File: config.mk
export PLATFORM = sky130hd
export DESIGN_NAME = qte_cordic_cell
export DESIGN_NICKNAME = d
export VERILOG_FILES = /design/src/rtl/quaternion_to_euler_angles_defines.svh /design/src/rtl/qte_pkg.sv /design/src/rtl/qte_cordic_cell.sv
export SDC_FILE = /design/constraint.sdc
export NUM_CORES = 1
export LEC_CHECK = 0
export ABC_AREA = 1
export BUFFER_PORTS_ARGS = -buffer_cell sky130_fd_sc_hd__buf_2
export CAP_MARGIN = 25
export CORE_MARGIN = 5
export CORE_UTILIZATION = 25
export CTS_BUF_LIST = sky130_fd_sc_hd__clkbuf_8 sky130_fd_sc_hd__clkbuf_16
export CTS_CLUSTER_DIAMETER = 120
export DETAILED_ROUTE_END_ITERATION = 10
export MAX_ROUTING_LAYER = met4
export PLACE_DENSITY = 0.52
export SETUP_SLACK_MARGIN = 0.1
export SLEW_MARGIN = 30
export SYNTH_ARGS = -nofsm -noshare
export SYNTH_HDL_FRONTEND = slang
export SYNTH_SLANG_ARGS = --single-unit
File: constraint.sdc
create_clock -name i_clk -period 3 [get_ports i_clk]
set_clock_uncertainty 0.05 [all_clocks]
set_input_delay 0.3 -clock i_clk [delete_from_list [all_inputs] [get_ports i_clk]]
set_output_delay 0.3 -clock i_clk [all_outputs]
set_load 0.005 [all_outputs]
File: src/rtl/quaternion_to_euler_angles_defines.svh
// Assertion macros shared by the quaternion to Euler angle RTL.
// Included by files that carry concurrent assertions; depends on nothing.
`ifndef QUATERNION_TO_EULER_ANGLES_DEFINES_SVH
`define QUATERNION_TO_EULER_ANGLES_DEFINES_SVH

// Same-cycle implication, checked outside reset.
`define QTE_ASSERT_IMP(lbl, clk, rst_n, ante, cons) \
    lbl: assert property (@(posedge clk) disable iff (!(rst_n)) (ante) |-> (cons)) \
        else $error("qte assertion failed");

// Next-cycle implication, checked outside reset.
`define QTE_ASSERT_NXT(lbl, clk, rst_n, ante, cons) \
    lbl: assert property (@(posedge clk) disable iff (!(rst_n)) (ante) |=> (cons)) \
        else $error("qte assertion failed");

`endif

File: src/rtl/qte_pkg.sv
// Shared constants and the arctangent table for the quaternion to Euler pipeline.
// No dependencies; used by the cell modules and the top level.
package qte_pkg;

    localparam int CORDIC_STEPS = 24;
    localparam int ACC_FRAC     = 24;
    localparam int ZW           = 34;
    localparam int ASIN_FRAC    = 30;
    localparam int T_W          = ASIN_FRAC + 1;
    localparam int SQ_BITS      = ASIN_FRAC;
    localparam int SQ_RW        = 2 * ASIN_FRAC - 1;

    localparam logic signed [ZW-1:0] Z_DEG90 = 34'sd1509949440;

    // atan(2^-i) in degrees with 24 fraction bits, rounded.
    function automatic logic signed [ZW-1:0] atan_deg(input int idx);
        logic signed [ZW-1:0] v;
        case (idx)
            0:  v = 34'sd754974720;
            1:  v = 34'sd445687602;
            2:  v = 34'sd235489088;
            3:  v = 34'sd119537938;
            4:  v = 34'sd60000934;
            5:  v = 34'sd30029717;
            6:  v = 34'sd15018523;
            7:  v = 34'sd7509720;
            8:  v = 34'sd3754917;
            9:  v = 34'sd1877466;
            10: v = 34'sd938734;
            11: v = 34'sd469367;
            12: v = 34'sd234684;
            13: v = 34'sd117342;
            14: v = 34'sd58671;
            15: v = 34'sd29335;
            16: v = 34'sd14668;
            17: v = 34'sd7334;
            18: v = 34'sd3667;
            19: v = 34'sd1833;
            20: v = 34'sd917;
            21: v = 34'sd458;
            22: v = 34'sd229;
            23: v = 34'sd115;
            default: v = '0;
        endcase
        return v;
    endfunction

endpackage

File: src/rtl/qte_cordic_cell.sv
// One vectoring CORDIC micro-rotation for a single lane, registered.
// Depends on qte_pkg for the angle width and the arctangent table.
module qte_cordic_cell #(
    parameter int CW   = 36,
    parameter int STEP = 0
) (
    input  logic                          i_clk,
    input  logic                          i_en,
    input  logic signed [CW-1:0]          i_x,
    input  logic signed [CW-1:0]          i_y,
    input  logic signed [qte_pkg::ZW-1:0] i_z,
    input  logic                          i_zero,
    output logic signed [CW-1:0]          o_x,
    output logic signed [CW-1:0]          o_y,
    output logic signed [qte_pkg::ZW-1:0] o_z,
    output logic                          o_zero
);
    logic signed [CW-1:0]          w_dx;
    logic signed [CW-1:0]          w_dy;
    logic signed [CW-1:0]          n_x;
    logic signed [CW-1:0]          n_y;
    logic signed [qte_pkg::ZW-1:0] n_z;
    logic signed [CW-1:0]          r_x;
    logic signed [CW-1:0]          r_y;
    logic signed [qte_pkg::ZW-1:0] r_z;
    logic                          r_zero;

    assign w_dx = i_x >>> STEP;
    assign w_dy = i_y >>> STEP;

    // Rotate toward the x axis; the sign of y picks the direction.
    always_comb begin
        if (!i_y[CW-1]) begin
            n_x = i_x + w_dy;
            n_y = i_y - w_dx;
            n_z = i_z + qte_pkg::atan_deg(STEP);
        end else begin
            n_x = i_x - w_dy;
            n_y = i_y + w_dx;
            n_z = i_z - qte_pkg::atan_deg(STEP);
        end
    end

    always_ff @(posedge i_clk) begin
        if (i_en) begin
            r_x    <= n_x;
            r_y    <= n_y;
            r_z    <= n_z;
            r_zero <= i_zero;
        end
    end

    assign o_x    = r_x;
    assign o_y    = r_y;
    assign o_z    = r_z;
    assign o_zero = r_zero;
endmodule

* After elaboration in Yosys (flattened, before gate mapping)
Index checks and enable logic that the tools add are counted.
** Storage, ports and cells
- Word-level logic and storage cells :: 12
- Register bits after elaboration :: 107
- Bits of input ports :: 109
- Output and inout port bits :: 107
** Cells by class
- Mux-type cells :: 3
- Add/sub/neg operators :: 5
** Operators with widths (number)
- 36-bit two-way mux :: 2
- 36-bit subtractor :: 2
- 36-bit adder :: 1
- 34-bit by 31-bit adder with 34-bit output (second input constant) :: 1
- 34-bit two-way mux :: 1
- 34-bit by 31-bit subtractor with 34-bit output (second input constant) :: 1

* Logic depth before layout (Yosys ltp)
Gate-level depths: netlist (run 1).
- Depth in word-level cells :: 2
- Gate-level depth with buffers :: 17
- Depth with buffers taken out :: 17

* Worst setup path before layout (run 1)
Ideal clock, no wire load.
- Kind :: input to register
- From :: input i_y[35]
- To :: register r_z, in the netlist o_z[30], data pin
- Required time :: 2692 ps
- Arrival time :: 2028 ps
- Path slack :: 664 ps
- Path buffers :: 3
- Setup time :: 258 ps
- Stages on the path :: 10
- Path through :: clkbuf_1 -> inv_1 -> clkbuf_1 -> buf_6 -> fa_1 -> o21ai_0 -> a21oi_1 -> nor2_1 -> nor2_1 -> xnor2_1
** On the way
- Word-level cells in the longest chain between the ends :: 1
** RTL lines
- start: declaration :: RTL line qte_cordic_cell.sv:10 : input logic signed [CW-1:0] i_y,
- 34-bit two-way mux :: RTL line qte_cordic_cell.sv:33 : if (!i_y[CW-1]) begin
- via n_z (one bit) :: RTL line qte_cordic_cell.sv:22 : logic signed [qte_pkg::ZW-1:0] n_z;
- end signal: assignment :: RTL line qte_cordic_cell.sv:48 : r_z <= n_z;
- end: declaration :: RTL line qte_cordic_cell.sv:25 : logic signed [qte_pkg::ZW-1:0] r_z;
The timed path passes the listed nets, and every way through them passes these cells.
A chain may end at the register's enable or synchronous reset.

* Worst setup path after layout (run 1)
- From :: input i_x[5]
- To :: register r_x[27], in the netlist o_x[27], data pin
** On the way
- Word-level cells in the longest chain between the ends :: 2
- Elaborated cells on any way between the ends :: 3
- Those cells by class :: 2 x add/sub; 1 x mux
** RTL lines
- start: declaration :: RTL line qte_cordic_cell.sv:9 : input logic signed [CW-1:0] i_x,
- 36-bit adder / 36-bit subtractor (equally long branches) :: RTL line qte_cordic_cell.sv:34, qte_cordic_cell.sv:38
- 36-bit two-way mux * :: RTL line qte_cordic_cell.sv:33
- via n_x[27] :: RTL line qte_cordic_cell.sv:20 : logic signed [CW-1:0] n_x;
- end signal: assignment :: RTL line qte_cordic_cell.sv:46 : r_x <= n_x;
- end: declaration :: RTL line qte_cordic_cell.sv:23 : logic signed [CW-1:0] r_x;
Mark *: on every way through the listed nets, which the timed path passes. The rest lies on a longest branch.

==> reports/results.ini, run 1 <==
[timing]
setup_viol = 0
relSlewSlack_pct = 43.9
fin_crit_ns = 2.40
fin_tns_setup_ns = 0
hold_viol_final = 0
rsz0062_at_grt = no
fmax_ghz = 0.417
maxSlewViolCount = 0
period_share_pct = 79.8
worst_slew_pin_slew_ns = 0.841

[synth]
synth_adder_area_share_pct = 13.0
synth_top_area_share_pct = 27.8
yosys-mux-area-fraction_pct = 0
synthArstFlopShare_pct = 0
ys_types = 43
yosys-top-cells-count = nand2_1 (504), inv_1 (254), nand3_1 (145)
synth_top_family_by_area = simple AND/OR/NAND/NOR gates
synth-simple-area-share_pct = 32.1
synth-seq-cells = 106
yosys_warnings = 0
synth_ff_type = edfxtp_1
synth-edff-count = 106
syn_inst = 1709
yosysSeqAreaShare_pct = 27.8
synth_compound_area_share_pct = 12.9
synth_area_per_cell_um2 = 6.71
mappedNetlistNets = 1935
synth_top_area_cell = edfxtp_1
yosysMostFrequentCell = nand2_1
syn-cell-area_um2 = 11500
synthXorXnorAreaFrac_pct = 2.98
yosys-top-cells-area = edfxtp_1 (28%), nand2_1 (17%), ha_1 (12%)

[setup_path]
required_ns = 3.08
crit_path_end_kind = flop
cp_common_cell = nand2_1
crit_path_cell_trace = buf_2 > inv_1 > ha_1 > nand2_1 > nor2_1 > nand2_1 > o211ai_1 > nand2_1 > nand2_1 > nand2_1 > nand3_1 > nand2_1
crit_buf_inv = 2
arrival_ns = 2.47
cp-start-kind = input port
cp-startpoint = i_x[5]
crit_cells = 12
critPathTopFamily = simple AND/OR/NAND/NOR gates
worstPathMaxFanout = 10
crit_path_max_incr_delay_ns = 0.55
crit_slowest_cell = ha_1
worstSetupPathType = in2reg
crit_end = o_x[27]$_DFFE_PP_

[grt]
overflow = 0
track_usage_pct = 18.3
grt_max_degree = 74
grt_pass1_vias = 11988
grt_antenna_before_repair = 0
grt_pass1_wl_um = 69200

[finish]
diodes = 0
drive_gt1_share_pct = 17.4
nNetsFinal = 2160
postLayoutCoreUtil_pct = 30.1
syn2layout_area_growth_pct = 19.2

[power]
p_total_w = 0.00545
power.density_nw_per_um2 = 399
max-vdd-ir-drop_mv = 0.243
p_leak_nw = 6.93

[floorplanning]
boundaryPins = 216
fp.dieArea_um2 = 50200
start_util_pct = 25.3
coreArea_um2 = 45400
die_y_um = 224
rows = 78
die_w_um = 224

[clock_network]
htreeDepth = 3
path_clk_slew_ns = 0.08
root_buffer = clkbuf_16
cts_made_buffers = 9
tritoncts = yes
cts.sinks = 106
cts_max_path_buffers = 2

[drt]
drt_wl_total_um = 45200
vias = 11790
post_drt_via_cell_ratio = 4.64
ant_nets = 0
drt_iter0_drc = 862
drc_errors = 0
drtPass1Iterations = 5
wl_per_cell_um = 17.8

[run_status]
status = finished clean

[place]
io_buffers = 215
dp_hpwl_um = 38400
finalWeightedCongestion = 0.961

[min_path]
hp-class = in2reg
whs_path_depth = 1

[run]
max_cap_violations = 0

[area by class of cell]
type / count / area, µm²
repair buffers: 259 / 1430
inverters: 265 / 995
fillers: 5053 / 31700
multi-input cells: 1293 / 7000
well taps: 600 / 751
clock inverters: 7 / 85.1
flip-flops and latches: 106 / 3180
clock buffers: 9 / 225
[layout by cell type, fill, tap and decap left out, types with 12 or more instances in the layout]
master | Yosys | final
buf_2 | 13 | 214
buf_4 | 21 | 40
ha_1 | 113 | 113
nand3_1 | 145 | 145
a21oi_1 | 124 | 124
inv_2 | 11 | 12
o21ai_0 | 75 | 75
o21bai_1 | 21 | 21
nor2_2 | 20 | 20
nor2_1 | 136 | 136
o21ai_1 | 15 | 15
xor2_1 | 36 | 36
nand2_1 | 504 | 504
nand2_2 | 15 | 15
edfxtp_1 | 106 | 106
inv_1 | 254 | 253
nor3_1 | 16 | 16
[cell families (layout without fill, tap and decap cells)]
kind of cell,Yosys count,count (layout)
simple gates,869,869
xor+xnor,39,39
flops,106,106
compound gates,268,268
fa+ha+maj,117,117
buf+inv,310,540
[where the power goes]
group	switching, W	leakage (nW)	internal [W]
Sequential	0.0000519	1.04	0.00188
Clock	0.000694	0.146	0.000595
Combinational	0.00148	5.75	0.000759
Total	0.00222	6.93	0.00323
[flip-flops by register name, summed over array words and instances (netlist names)]
name    count
o_x        36
o_z        34
o_zero      1
o_y        35
[through the flow]
stage                     setup WS (ns)  hold WS (ns)  cell area (µm²)  std cells
after floorplan                   0.664         0.349            11500       1709
after global placement            0.201         0.426            13300       2519
after detailed placement          0.199         0.429            13300       2519
after CTS                         0.644      0.000256            13700       2539
after global routing              0.428       0.00845            13700       2539
final                             0.605        0.0294            13700       2539
[routing by layer]
metal | vias up | track usage (%) | wire [µm]
met4 | 0 | 5.00 | 992
li1 | 5949 | - | -
met5 | - | - | 0
met1 | 5483 | 24.0 | 21000
met2 | 314 | 30.0 | 21000
met3 | 44 | 2.07 | 2200
[repair_timing]
action	in CTS	in global routing
endpoints found under the setup margin	0	0
gates resized for setup	0	0
setup buffers	0	0
hold endpoints to repair	4	0
hold buffers	4	0
[worst min path at each step]
stage,start,end,slack (ns)
global placement,i_z[6],o_z[6]$_DFFE_PP_,0.43
CTS,i_z[22],o_z[22]$_DFFE_PP_,0.0003
detailed placement,i_z[5],o_z[5]$_DFFE_PP_,0.43
finish,i_z[5],o_z[5]$_DFFE_PP_,0.03
floorplan,i_z[0],o_z[0]$_DFFE_PP_,0.35
global route,i_z[22],o_z[22]$_DFFE_PP_,0.008
Power figures use the tool's default switching activity.
==> run 2: changes to the inputs <==
Settings changed: PLACE_DENSITY 0.52 to 0.54.
Clock period 3 ns to 2.1 ns, I/O delays scaled along.
==> run 2 against run 1 <==
Compared with the run above: combinational power rose by 84%; cell count is 13% higher; via count rose by 11%; critical path depth grew 1; critical path type unchanged.
==> reports/results.ini, run 2 (same netlist as run 1, synthesis figures left out) <==
[place]
place_area_um2 = 15600  ; +17%
dp_hpwl_um = 40500  ; +5.6%
finalWeightedCongestion = 0.986  ; +2.6%
io_buffers = 215  ; unchanged

[timing]
maxSlewViolCount = 0  ; unchanged
rsz0062_at_grt = yes
fin_hold_ws_ns = 0.0927  ; +0.0633 ns
hold_viol_final = 0  ; unchanged
relSlewSlack_pct = 68.8  ; +25 points
worst_slew_pin_slew_ns = 0.468  ; -0.373 ns
period_share_pct = 93.0
fin_crit_ns = 1.95
setup_viol = 0  ; unchanged
fmax_ghz = 0.512

[run_status]
status = finished clean

[setup_path]
critPathTopFamily = simple AND/OR/NAND/NOR gates
cp-startpoint = i_x[18]
crit_cells = 13  ; +1
worstPathMaxFanout = 7  ; -3
crit_buf_inv = 5  ; +3
crit_path_end_kind = flop
crit_path_cell_trace = buf_2 > inv_1 > ha_1 > buf_12 > a21oi_1 > buf_4 > inv_1 > nor2_2 > nand2_1 > a21oi_1 > nand3_1 > nand3_1 > nand2_2
crit_slowest_cell = ha_1
worstSetupPathType = in2reg
crit_end = o_x[27]$_DFFE_PP_
arrival_ns = 2.03  ; -0.44 ns
cp-start-kind = input port
crit_path_max_incr_delay_ns = 0.33  ; -0.22 ns
required_ns = 2.18  ; -0.90 ns

[finish]
largest_reg_flops = 36  ; unchanged
nNetsFinal = 2482  ; +15%
final_cell_mix = nand2_1 (475), buf_4 (337), inv_1 (247)
final_common_cell = nand2_1
diodes = 0  ; unchanged
drive_gt1_share_pct = 33.2  ; +16 points
syn2layout_area_growth_pct = 45.8
final_area_um2 = 16700  ; +22%

[min_path]
hp-class = in2reg
whs_path_depth = 1  ; unchanged

[floorplanning]
start_util_pct = 25.3  ; unchanged
die_w_um = 224  ; unchanged
rows = 78  ; unchanged
die_y_um = 224  ; unchanged
coreArea_um2 = 45400  ; unchanged
boundaryPins = 216  ; unchanged
fp.dieArea_um2 = 50200  ; unchanged

[grt]
overflow = 0  ; unchanged
grt_max_degree = 74  ; unchanged
grt_pass1_vias = 13133  ; +9.6%
track_usage_pct = 19.2  ; +0.96 points
grt_antenna_before_repair = 0  ; unchanged
grt_pass1_wl_um = 72600  ; +4.8%

[drt]
drt_iter0_drc = 881  ; +2.2%
vias = 13064  ; +11%
drtPass1Iterations = 5  ; unchanged
ant_nets = 0  ; unchanged
drc_errors = 0  ; unchanged
wl_per_cell_um = 16.8  ; -5.5%
drt_wl_total_um = 48200  ; +6.5%
post_drt_via_cell_ratio = 4.57  ; -1.7%

[power]
p_leak_nw = 8.51  ; +23%
p_total_w = 0.00870  ; +60%
power.density_nw_per_um2 = 520  ; +30%
max-vdd-ir-drop_mv = 0.370  ; +52%

[clock_network]
htreeDepth = 3  ; unchanged
cts_max_path_buffers = 2  ; unchanged
cts.sinks = 106  ; unchanged
tritoncts = yes
cts_made_buffers = 9  ; unchanged
root_buffer = clkbuf_16
path_clk_slew_ns = 0.10  ; +0.02 ns

[run]
max_cap_violations = 0  ; unchanged

-- run 2: changes by cell type in the layout (fill, tap and decap cells not counted), moves of 9 or more --
cell           previous run  this run
ha_4                      0        17
a21oi_1                 124       106
o21ai_1                  15        24
ha_1                    113        84
ha_2                      0        12
buf_4                    40       337
dlygate4sd3_1             4        25
nor2_1                  136       118
nand2_2                  15        43
o21ai_0                  75        62
nand2_1                 504       475
nor2_2                   20        32
a21oi_2                   3        21
-- run 2: layer usage --
layer	GRT usage, %	part of all wire [%]	vias up
li1	-	-	6581
met1	25.8	47	6075
met2	30.5	45	348
met3	2.62	5.1	60
met4	5.47	2.3	0
met5	-	0	-
-- run 2: cell type report --
| cell class | instances | area [µm²] |
|---|---|---|
| clock buffer | 9 | 225 |
| tap | 600 | 751 |
| multi-input combinational | 1293 | 7540 |
| sequential | 106 | 3180 |
| fill | 4876 | 28700 |
| inverter | 265 | 995 |
| timing repair buffer | 581 | 3950 |
| clock inverter | 7 | 73.8 |
-- run 2: per-stage QoR --
step / worst slack [ns] / setup TNS [ns] / instances / util [%]
after CTS: 0.0993 / 0 / 2854 / 35.7
after global routing: 0.0483 / 0 / 2861 / 36.8
after floorplan: 0.0658 / 0 / 1709 / -
after global placement: -0.592 / -19.49 / 2813 / 34.3
final: 0.147 / 0 / 2861 / 36.8
after detailed placement: -0.599 / -19.90 / 2813 / 34.3
-- run 2: how the worst min path moves through the flow --
stage	startpoint	to	slack, ns
after CTS	i_en	o_x[2]$_DFFE_PP_	0.06
final	i_en	o_x[2]$_DFFE_PP_	0.09
after global placement	i_z[22]	o_z[22]$_DFFE_PP_	0.34
after detailed placement	i_z[22]	o_z[22]$_DFFE_PP_	0.34
after global routing	i_en	o_x[2]$_DFFE_PP_	0.09
after floorplan	i_z[0]	o_z[0]$_DFFE_PP_	0.26
-- run 2: repair_timing --
action,CTS,global route
buffers inserted,0,7
gates resized for setup,26,125
endpoints found under the hold margin,25,0
setup endpoints to repair,30,49
hold buffers,25,0
pin swaps,0,10
-- run 2: where the power goes --
part	internal, W	switching [W]	total, W
logic	0.00178	0.00234	0.00412
registers	0.00268	0.0000826	0.00276
clock network	0.000842	0.000970	0.00181
total	0.00531	0.00339	0.00870
