`src/rtl/quaternion_to_euler_angles_defines.svh`:
```
// Assertion macros shared by the quaternion to Euler angle RTL.
// Included by files that carry concurrent assertions; depends on nothing.
`ifndef QUATERNION_TO_EULER_ANGLES_DEFINES_SVH
`define QUATERNION_TO_EULER_ANGLES_DEFINES_SVH

// Same-cycle implication, checked outside reset.
`define QTE_ASSERT_IMP(lbl, clk, rst_n, ante, cons) \
    lbl: assert property (@(posedge clk) disable iff (!(rst_n)) (ante) |-> (cons)) \
        else $error("qte assertion failed");

// Next-cycle implication, checked outside reset.
`define QTE_ASSERT_NXT(lbl, clk, rst_n, ante, cons) \
    lbl: assert property (@(posedge clk) disable iff (!(rst_n)) (ante) |=> (cons)) \
        else $error("qte assertion failed");

`endif

```
`src/rtl/qte_pkg.sv`:
```
// Shared constants and the arctangent table for the quaternion to Euler pipeline.
// No dependencies; used by the cell modules and the top level.
package qte_pkg;

    localparam int CORDIC_STEPS = 24;
    localparam int ACC_FRAC     = 24;
    localparam int ZW           = 34;
    localparam int ASIN_FRAC    = 30;
    localparam int T_W          = ASIN_FRAC + 1;
    localparam int SQ_BITS      = ASIN_FRAC;
    localparam int SQ_RW        = 2 * ASIN_FRAC - 1;

    localparam logic signed [ZW-1:0] Z_DEG90 = 34'sd1509949440;

    // atan(2^-i) in degrees with 24 fraction bits, rounded.
    function automatic logic signed [ZW-1:0] atan_deg(input int idx);
        logic signed [ZW-1:0] v;
        case (idx)
            0:  v = 34'sd754974720;
            1:  v = 34'sd445687602;
            2:  v = 34'sd235489088;
            3:  v = 34'sd119537938;
            4:  v = 34'sd60000934;
            5:  v = 34'sd30029717;
            6:  v = 34'sd15018523;
            7:  v = 34'sd7509720;
            8:  v = 34'sd3754917;
            9:  v = 34'sd1877466;
            10: v = 34'sd938734;
            11: v = 34'sd469367;
            12: v = 34'sd234684;
            13: v = 34'sd117342;
            14: v = 34'sd58671;
            15: v = 34'sd29335;
            16: v = 34'sd14668;
            17: v = 34'sd7334;
            18: v = 34'sd3667;
            19: v = 34'sd1833;
            20: v = 34'sd917;
            21: v = 34'sd458;
            22: v = 34'sd229;
            23: v = 34'sd115;
            default: v = '0;
        endcase
        return v;
    endfunction

endpackage

```
`src/rtl/qte_sqrt_cell.sv`:
```
// One bit of the pipelined integer square root, plus a side payload shift stage.
// Depends on qte_pkg for the remainder and root widths.
module qte_sqrt_cell #(
    parameter int BIT    = 0,
    parameter int SIDE_W = 8
) (
    input  logic                        i_clk,
    input  logic                        i_en,
    input  logic [qte_pkg::SQ_RW-1:0]   i_rem,
    input  logic [qte_pkg::SQ_BITS-1:0] i_root,
    input  logic [SIDE_W-1:0]           i_side,
    output logic [qte_pkg::SQ_RW-1:0]   o_rem,
    output logic [qte_pkg::SQ_BITS-1:0] o_root,
    output logic [SIDE_W-1:0]           o_side
);
    localparam int TW = qte_pkg::SQ_RW + 3;

    logic [TW-1:0]                 w_trial;
    logic [TW-1:0]                 w_rem_ext;
    logic                          w_take;
    logic [qte_pkg::SQ_RW-1:0]     n_rem;
    logic [qte_pkg::SQ_BITS-1:0]   n_root;
    logic [qte_pkg::SQ_RW-1:0]     r_rem;
    logic [qte_pkg::SQ_BITS-1:0]   r_root;
    logic [SIDE_W-1:0]             r_side;

    // Setting this bit costs (2*root + 2^BIT) * 2^BIT of the remainder.
    assign w_trial   = (TW'(i_root) << (BIT + 1)) + (TW'(1) << (2 * BIT));
    assign w_rem_ext = TW'(i_rem);
    assign w_take    = (w_rem_ext >= w_trial);

    always_comb begin
        n_rem  = i_rem;
        n_root = i_root;
        if (w_take) begin
            n_rem  = qte_pkg::SQ_RW'(w_rem_ext - w_trial);
            n_root = i_root | (qte_pkg::SQ_BITS'(1) << BIT);
        end
    end

    always_ff @(posedge i_clk) begin
        if (i_en) begin
            r_rem  <= n_rem;
            r_root <= n_root;
            r_side <= i_side;
        end
    end

    assign o_rem  = r_rem;
    assign o_root = r_root;
    assign o_side = r_side;
endmodule

```
`config.mk`:
```
export PLATFORM = sky130hd
export DESIGN_NAME = qte_sqrt_cell
export DESIGN_NICKNAME = d
export VERILOG_FILES = /design/src/rtl/quaternion_to_euler_angles_defines.svh /design/src/rtl/qte_pkg.sv /design/src/rtl/qte_sqrt_cell.sv
export SDC_FILE = /design/constraint.sdc
export NUM_CORES = 1
export LEC_CHECK = 0
export BUFFER_PORTS_ARGS = -buffer_cell sky130_fd_sc_hd__clkbuf_2
export CELL_PAD_IN_SITES_DETAIL_PLACEMENT = 1
export CELL_PAD_IN_SITES_GLOBAL_PLACEMENT = 2
export CORE_MARGIN = 3
export CORE_UTILIZATION = 31
export CTS_CLUSTER_SIZE = 8
export DETAILED_ROUTE_END_ITERATION = 10
export HOLD_SLACK_MARGIN = 0.08
export MAX_ROUTING_LAYER = met4
export PLACE_DENSITY_LB_ADDON = 0.1
export SYNTH_ARGS = -nofsm -noshare
export SYNTH_HDL_FRONTEND = slang
export SYNTH_SLANG_ARGS = --single-unit
```
`constraint.sdc`:
```
create_clock -name i_clk -period 3.4 [get_ports i_clk]
set_input_delay 0.34 -clock i_clk [delete_from_list [all_inputs] [get_ports i_clk]]
set_output_delay 0.34 -clock i_clk [all_outputs]
set_load 0.05 [all_outputs]
```
### Word-level counts from Yosys, hierarchy flattened

Index checks and enable logic that the tools add are counted.

* add/subtract/negate cells: 2
* $lt $le $gt $ge: 1
* multiplexer cells: 1

Operators with widths (number)
* $ge 59x32->1: 1
* $mux 59: 1
* $sub 59x32->59: 1
* $add 31x1->32 const B: 1

* register bits after elaboration: 97
* input port bits: 99
* output and inout bits: 97
* word-level logic and storage cells: 8

### Depth between registers and ports, before layout

Gate-level depths: netlist (run 1).

* depth in word-level cells: 3
* mapped depth: 13

### Least setup slack after synthesis (run 1)

No wires, ideal clock.

* path kind: input-to-reg
* from: input port i_root[29] (netlist bit)
* to: register r_rem (netlist bit o_rem[38]), data pin
* library setup time: 0.258 ns
* arrival time: 2.675 ns
* required time: 3.142 ns
* path slack: 0.467 ns
* stages on the path: 11
* buffers on the path: 1
* path through: inv_1 -> ha_1 -> clkbuf_2 -> nand2_1 -> nor3_1 -> nand2_1 -> nor4_1 -> a31oi_4 -> a211o_1 -> or4_1 -> xnor2_1

* longest elaborated chain between the ends: 3
* elaborated cells on any way between the ends: 4

Ends and longest elaborated chain
* start, declared: RTL line qte_sqrt_cell.sv:10 `input logic [qte_pkg::SQ_BITS-1:0] i_root,`
* $add 31x1->32 *: RTL line qte_sqrt_cell.sv:28 `assign w_trial = (TW'(i_root) << (BIT + 1)) + (TW'(1) << (2 * BIT));`
* $sub 59x32->59 or $ge 59x32->1 (tied branches): RTL line qte_sqrt_cell.sv:36, qte_sqrt_cell.sv:30
* $mux 59 *: RTL line qte_sqrt_cell.sv:35 `if (w_take) begin`
* via n_rem, one bit: RTL line qte_sqrt_cell.sv:21 `logic [qte_pkg::SQ_RW-1:0] n_rem;`
* end signal, assigned: RTL line qte_sqrt_cell.sv:43 `r_rem <= n_rem;`
* end, declared: RTL line qte_sqrt_cell.sv:23 `logic [qte_pkg::SQ_RW-1:0] r_rem;`

The timed path passes the listed nets; every way through them passes the cells marked *.
A chain may end at the register's enable or synchronous reset.

### Worst setup path after layout (run 1)

* from: input port i_root[18] (netlist bit)
* to: register r_rem (netlist bit o_rem[38]), data pin

Same word-level chain as after synthesis.

==> impl_metrics.tcl, run 1 <==
set metrics [dict create \
    yosys_most_used_dff "edfxtp_1" \
    p_leak_uw 0.00321 \
    tns_ps 0 \
    syn-num-nets 692 \
    first_global_vias 5382 \
    syn2layout_area_growth_pct 29.1 \
    hp-class "primary input to register" \
    drive_gt1_frac 0.334 \
    ys_types 58 \
    finalSetupViolCount 0 \
    fp.coreArea_um2 18300 \
    initial_core_util 0.320 \
    final_cell_mix "clkbuf_2 (194), edfxtp_1 (97), a21oi_1 (63)" \
    yosys_warnings 0 \
    fin_crit_sh 0.886 \
    wl_per_cell_um 17.4 \
    dp_hpwl_um 14000 \
    worstMarginPinSlew_ps 644 \
    dieArea_um2 20600 \
    fp.dieH_um 143 \
    maxCapViolCount 0 \
    dr.first_iter.drc_count 208 \
    die_width_um 143 \
    rows 49 \
    port_buffers 195 \
    postCtsResizedCells 0 \
    synth-edff-count 97 \
    irDropWorstVdd_uv 217 \
    min_path_cells 1 \
    grt_setup_unrepaired "no" \
    cp.arrival_ps 3110 \
    cts.clk_slew.worst_paths_ps 70 \
    pin_count 196 \
    period_minus_slack_ps 3010 \
    cts_tree "yes" \
    post_cts_buffers 0 \
    multi_input_area_um2 2700 \
    worstSetupEndpointType "register" \
    powerDensity_nw_per_um2 493 \
    antenna_found_initial 0 \
    synth.avg_cell_area_um2 10.4 \
    grt_pass1_wl_um 28000 \
    drv_slew 0 \
    synth_area_leaders "edfxtp_1 (50%), ha_1 (6.6%), xnor2_1 (6.1%), a21oi_1 (5.4%), nor2_1 (3.6%)" \
    drtPass1Iterations 4 \
    maxClockFrequency_ghz 0.332 \
    cts_root_buf "clkbuf_16" \
    hold_viol_final 0 \
    yosysTopAreaCell "edfxtp_1" \
    grt-ovfl-total 0 \
    vias_per_cell 5.04 \
    seq_area_um2 2910 \
    relSlewSlack 0.568 \
    final_cells 1007 \
    n_fill_cell 2141 \
    yosys_register_bits 97 \
    drt_wl_total_um 17500 \
    cts_made_buffers 9 \
    place.detailed.instances 991 \
    syn_area_um2 5850 \
    antenna_left 0 \
    ys_seq_area_frac 0.498 \
    netlist_instances 561 \
    ctsHtreeMaxLevel 3 \
    grt_max_degree 98 \
    outcome "finished, final reports clean" \
    synth-async-reset-ratio 0 \
    worstSetupPathType "primary input to register" \
    crit_path_max_fanout 8 \
    place_congestion 0.874 \
    post-route-drc-count 0 \
    worstPathRequired_ps 3500 \
    synth.top_cell.area_share 0.498 \
    final_common_cell "clkbuf_2" \
    cts_sinks 97 \
    start_kind "primary input" \
    diodes 0 \
    post-route-util 0.414 \
    vias 5073 \
    cts_buffer_depth 2 \
    grt_use_total 0.174 \
    cts_hold_buf 0 \
    final_nets 904 \
]
==> worst paths after layout <==
check | from | slack (ps) | end
worst min-delay path | i_side[1] | 170 | o_side[1]$_DFFE_PP_
worst max-delay path | i_root[18] | 390 | o_rem[38]$_DFFE_PP_
==> report_power, final <==
group | internal [uW] | switching [uW]
logic | 332 | 840
clock network | 571 | 470
registers | 1480 | 37.2
==> stage by stage <==
step	cell area [um2]	setup slack [ps]	total power [uW]	hold WS (ps)
floorplan	5850	467	2360	439
global placement	7260	148	2710	517
detailed placement	7260	78.7	2720	519
CTS	7550	450	3780	151
global route	7550	249	3920	148
finish	7550	388	3730	167
==> cells in the mapped netlist (3+ instances only) <==
library cell	n
nor4_1	3
o21ai_0	22
o211ai_1	7
buf_2	11
nand2_1	41
a31oi_1	4
or2_2	3
xor2_1	17
xnor2_1	41
clkbuf_1	7
o22ai_1	3
a21oi_1	63
mux2_2	6
a211oi_1	5
edfxtp_1	97
o21bai_1	8
ha_1	31
nand3_1	9
a21o_1	8
or3_1	4
nor2_1	56
nand4_1	17
nand2b_1	4
inv_1	40
nor3_1	14
==> sequential cells by signal, summed over array words and instances (netlist names) <==
| signal | flops |
|---|---|
| o_rem | 59 |
| o_root | 30 |
| o_side | 8 |
==> worst max-delay path, stage by stage <==
cell and delay (ps):
clkbuf_2 90, inv_1 40, ha_1 380, a21o_1 220, a211oi_1 220, o21ai_0 170, o221a_2 280, a211oi_1 560
o22ai_1 180, or4_1 510, xnor2_1 140
==> per-layer routing <==
metal	vias up	GRT usage	wire, um
met5	-	-	0
met3	28	0.0286	736
met4	0	0.0471	311
met1	2423	0.223	7920
li1	2482	-	-
met2	140	0.288	8540
==> area by class of cell <==
type	count	share of cell area
clock buffers	9	0.0298
clock inverters	7	0.00894
inverters	40	0.0199
multi-input cells	404	0.358
flip-flops and latches	97	0.386
well taps	229	0.0379
repair buffers	221	0.160
==> kinds of logic after synthesis <==
group                    after synthesis  share of synthesized area
AND/OR/NAND/NOR                      169                      0.142
AO/OA/AOI/OAI                        139                      0.151
flip-flops                            97                      0.498
buffers and inverters                 60                     0.0411
XOR/XNOR                              58                     0.0868
adder cells (fa/ha/maj)               32                     0.0697
multiplexers                           6                     0.0115
Note: power is estimated with default switching activity, not from simulation.
==> run 2, diff against run 1 <==
Settings changed: ABC_AREA set to 1, CORE_UTILIZATION 31 to 29.
==> impl_metrics.tcl, run 2 <==
set metrics [dict create \
    worstPathRequired_ps 3520 \
    maxClockFrequency_ghz 0.404 \
    period_minus_slack_ps 2470 \
    cpMostUsedCell "nand2_1" \
    cts_sinks 97 \
    grt_use_total 0.211 \
    grt_pass1_wl_um 44700 \
    initial_core_util 0.297 \
    wl_per_cell_um 17.5 \
    port_buffers 195 \
    dp_hpwl_um 24400 \
    synth.avg_cell_area_um2 6.86 \
    cts_made_buffers 9 \
    seqPwrFrac 0.382 \
    place_congestion 0.881 \
    wl_met3_um 1110 \
    p_sw_frac 0.410 \
    syn-num-nets 1231 \
    path_cells "clkbuf_2, inv_1, ha_1, nand2_1, inv_1, a21oi_1, nand2_1, a21oi_1, nand2_1, nand2_1, nand2_4, buf_4, nand2_1, nand2_1" \
    place.detailed.instances 1623 \
    yosys_register_bits 97 \
    fp.dieH_um 167 \
    drt_wl_total_um 28700 \
    n_fill_cell 3307 \
    first_global_vias 7723 \
    start_kind "primary input" \
    drtPass1Iterations 5 \
    hold_viol_final 0 \
    yosysTopAreaCell "edfxtp_1" \
    worstSetupPathType "primary input to register" \
    final_nets 1435 \
    rows 58 \
    vias 7380 \
    synth_most_common_cell "nand2_1" \
    grt-ovfl-total 0 \
    ys_seq_area_frac 0.386 \
    grt_setup_unrepaired "no" \
    irDropWorstVdd_uv 195 \
    cts_buffer_depth 2 \
    yosys_most_used_dff "edfxtp_1" \
    p_int_uw 2330 \
    drv_slew 0 \
    cts_tree "yes" \
    relSlewSlack 0.578 \
    tns_ps 0 \
    diodes 0 \
    maxCapViolCount 0 \
    vias_per_cell 4.50 \
    largest_register_ffs 59 \
    p_leak_uw 0.00485 \
    crit_path_max_fanout 23 \
    antenna_left 0 \
    p_sw_uw 1620 \
    synth.top_cell.area_share 0.386 \
    dieArea_um2 28000 \
    postCtsResizedCells 0 \
    yosys_warnings 0 \
    synthTopCellsByCount "nand2_1 (437), inv_1 (216), nor2_1 (107)" \
    fp.coreArea_um2 25400 \
    synth-edff-count 97 \
    worst_path_max_delay_cell "ha_1" \
    routed.top_layer "met4" \
    synth_area_leaders "edfxtp_1 (39%), nand2_1 (22%), inv_1 (11%), nor2_1 (5.3%), ha_1 (5.1%)" \
    final_cells 1639 \
    cp.arrival_ps 2590 \
    die_width_um 167 \
    netlist_instances 1100 \
    p_comb_frac 0.338 \
    final_cell_mix "nand2_1 (437), inv_1 (216), clkbuf_2 (194)" \
    ys_types 29 \
    antenna_found_initial 0 \
    syn_area_um2 7540 \
    drive_gt1_frac 0.202 \
    power_frac_clock 0.280 \
    worstSetupEndpointType "register" \
    fin_crit_sh 0.728 \
    post-route-drc-count 0 \
    hp-class "primary input to register" \
    drt-met1-wl_um 14500 \
    outcome "finished, final reports clean" \
    final_common_cell "nand2_1" \
    pin_count 196 \
    post-route-util 0.364 \
    ctsHtreeMaxLevel 3 \
    synth-async-reset-ratio 0 \
    powerDensity_nw_per_um2 426 \
    cts_root_buf "clkbuf_16" \
    grt_max_degree 54 \
    finalSetupViolCount 0 \
    syn2layout_area_growth_pct 22.6 \
    post_cts_buffers 0 \
    critPathMaxStageDelay_ps 320 \
    cts_hold_buf 0 \
    cts.clk_slew.worst_paths_ps 90 \
    worstMarginPinSlew_ps 634 \
    wl_met2_um 12600 \
    dr.first_iter.drc_count 349 \
]
-- run 2: cell types whose count changed after synthesis, moves of 9 or more --
| cell | before | now |
|---|---|---|
| nand3b_1 | 1 | 12 |
| o21ai_0 | 22 | 7 |
| nand3_1 | 9 | 58 |
| a21oi_2 | 0 | 18 |
| nor2_1 | 56 | 107 |
| xnor2_1 | 41 | 2 |
| inv_1 | 40 | 216 |
| a21oi_1 | 63 | 18 |
| xor2_1 | 17 | 26 |
| nor2_2 | 1 | 11 |
| buf_2 | 11 | 1 |
| nand2_1 | 41 | 437 |
-- run 2: cell type report --
cell class / instances / area [um2] / area share
well taps: 330 / 413 / 0.0446
flip-flops and latches: 97 / 2910 / 0.315
multi-input cells: 776 / 3730 / 0.403
repair buffers: 202 / 1070 / 0.115
clock buffers: 9 / 225 / 0.0243
clock inverters: 7 / 81.3 / 0.00879
inverters: 218 / 823 / 0.0890
-- run 2: power groups by stage --
stage / clock, uW / sequential [uW] / combinational [uW]
after global routing: 1190 / 1520 / 1460
final: 1100 / 1510 / 1330
after CTS: 1150 / 1510 / 1350
after floorplan: 0 / 1980 / 467
after detailed placement: 0 / 1540 / 1350
after global placement: 0 / 1530 / 1340
-- run 2: logic make-up after synthesis --
group	Yosys count	share of synthesized area
AO/OA/AOI/OAI	45	0.0395
XOR/XNOR	28	0.0325
adder cells (fa/ha/maj)	32	0.0541
buffers and inverters	227	0.120
flip-flops	97	0.386
AND/OR/NAND/NOR	671	0.368
-- run 2: routing by layer --
layer,vias up,GRT usage
met4,0,0.0484
li1,3788,-
met3,20,0.0222
met2,169,0.329
met1,3403,0.299
met5,-,-
-- run 2: final timing paths --
check / start / endpoint / cells past startpoint
hold / removal: i_side[7] / o_side[7]$_DFFE_PP_ / 1
setup / recovery: i_root[17] / o_rem[24]$_DFFE_PP_ / 14
-- run 2: worst max-delay path, delay by kind of cell --
kind	cells	cell delay [ps]
simple gates	7	960
fa+ha+maj	1	320
buf+inv	4	470
compound gates	2	460
-- run 2: through the flow --
stage	worst slack [ps]	hold slack, ps	total power, uW	area [um2]
finish	925	143	3940	9250
global route	669	135	4160	9250
CTS	877	131	4010	9250
detailed placement	497	522	2880	8940
global placement	529	516	2870	8940
floorplan	1320	439	2450	7540
==> run 3, diff against run 2 <==
Settings changed: ABC_AREA 1 to 0, CORE_UTILIZATION 29 to 31.
Clock period 3.4 ns to 2.5 ns, I/O delays scaled along.
==> impl_metrics.tcl, run 3 (synthesis gave the netlist of run 1 again) <==
set metrics [dict create \
    antenna_found_initial 0 \
    wl_per_cell_um 17.2 \
    seqPwrFrac 0.369 \
    worstSetupPathType "primary input to register" \
    final_nets 1061 \
    vias 5696 \
    cts_tree "yes" \
    vias_per_cell 4.89 \
    rows 49 \
    antenna_left 0 \
    ctsHtreeMaxLevel 3 \
    tns_ps -25.4 \
    crit_path_max_fanout 6 \
    cts_buffer_depth 2 \
    die_width_um 143 \
    final_common_cell "clkbuf_2" \
    finalSetupViolCount 1 \
    dr.first_iter.drc_count 140 \
    initial_core_util 0.320 \
    grt_max_degree 98 \
    cts_root_buf "clkbuf_16" \
    port_buffers 195 \
    grt_use_total 0.199 \
    p_int_uw 3600 \
    cp.arrival_ps 2640 \
    maxClockFrequency_ghz 0.396 \
    final_cell_mix "clkbuf_2 (188), buf_4 (148), edfxtp_1 (97)" \
    dp_hpwl_um 15700 \
    grt_pass1_wl_um 31500 \
    violations "negative setup slack" \
    layout_setup_ws_ps -25.4 \
    worst_path_max_delay_cell "or4_4" \
    worstPathRequired_ps 2610 \
    power_frac_clock 0.278 \
    hp-class "primary input to register" \
    first_global_vias 6230 \
    pin_count 196 \
    critPathMaxStageDelay_ps 490 \
    p_comb_frac 0.353 \
    powerDensity_nw_per_um2 598 \
    fp.dieH_um 143 \
    p_sw_uw 1970 \
    worstSetupEndpointType "register" \
    fin_crit_sh 1.01 \
    drive_gt1_frac 0.472 \
    drt_wl_total_um 20000 \
    cts_made_buffers 9 \
    worstMarginPinSlew_ps 626 \
    start_kind "primary input" \
    fp.coreArea_um2 18300 \
    drv_slew 0 \
    period_minus_slack_ps 2530 \
    outcome "finished with violations" \
    syn2layout_area_growth_pct 59.0 \
    irDropWorstVdd_uv 314 \
    grt-ovfl-total 0 \
    grt_setup_unrepaired "yes" \
    post-route-util 0.509 \
    worstHoldStart "i_root[18]" \
    diodes 0 \
    cts.clk_slew.worst_paths_ps 70 \
    dieArea_um2 20600 \
    hold_viol_final 0 \
    maxCapViolCount 0 \
    post-route-drc-count 0 \
    startpoint "i_root[2]" \
    p_leak_uw 0.00403 \
    relSlewSlack 0.582 \
    path_cells "clkbuf_2, inv_1, ha_4, nand3_2, buf_4, nand2b_1, nor4_4, a31oi_4, a211o_1, or4_4, xnor2_2" \
    largest_register_ffs 59 \
    place_congestion 0.828 \
    cts_sinks 97 \
    p_sw_frac 0.353 \
    drtPass1Iterations 4 \
]
[run 3: cell types whose count changed in the layout (fill, tap and decap cells not counted), sizes merged, moves of 7 or more]
cell,change
nand2,-400
a21o,+7
inv,-178
a21oi,+27
xor2,-9
nor2,-60
o21ai,+15
xnor2,+39
dlygate4sd3,+29
nand3b,-11
nand3,-50
o21bai,+7
o211ai,+8
buf,+153
[run 3: worst paths after layout]
kind	depth (start not counted)	endpoint
worst min-delay path	1	o_root[18]$_DFFE_PP_
worst max-delay path	11	o_rem[38]$_DFFE_PP_
[run 3: worst max-delay path: cells and delay by family]
family	cells	cell delay [ps]
adder cells (fa/ha/maj)	1	300
AND/OR/NAND/NOR	4	1120
AO/OA/AOI/OAI	2	500
XOR/XNOR	1	140
buffers and inverters	3	320
[run 3: area by class of cell]
class / instances / area, um2
repair buffers: 378 / 2510
flip-flops and latches: 97 / 2910
well taps: 229 / 287
multi-input cells: 404 / 3120
inverters: 40 / 153
fillers: 2070 / 8960
clock inverters: 7 / 101
clock buffers: 9 / 225
[run 3: routing by layer]
| metal | wire, um | global-route usage | part of all wire |
|---|---|---|---|
| met3 | 728 | 0.0246 | 0.036 |
| met5 | 0 | - | 0 |
| met4 | 354 | 0.0614 | 0.018 |
| met2 | 10500 | 0.353 | 0.52 |
| met1 | 8490 | 0.235 | 0.42 |
[run 3: metrics by stage]
step	total power (uW)	hold WS, ps	setup WS [ps]	instances	instance area, um2
global route	5830	65.7	-158	1164	9310
floorplan	3250	349	-183	561	6030
finish	5570	73.7	-25.4	1164	9310
CTS	5580	80.8	-20.7	1157	9020
detailed placement	3940	429	-609	1112	8300
global placement	3910	427	-480	1112	8300
[run 3: what timing repair did]
action                                  in CTS  in global routing
hold buffers                                27                  2
buffers inserted                             1                  5
gates cloned                                 1                  0
pin swaps                                    5                 20
gates resized for setup                     18                 52
endpoints found under the hold margin       27                  3
endpoints found under the setup margin      42                 57
[run 3: power groups by stage]
stage	sequential (uW)	clock, uW	combinational, uW
after global routing	2080	1640	2110
after CTS	2060	1600	1920
after global placement	2090	0	1820
after floorplan	2710	0	540
final	2060	1550	1970
after detailed placement	2100	0	1850
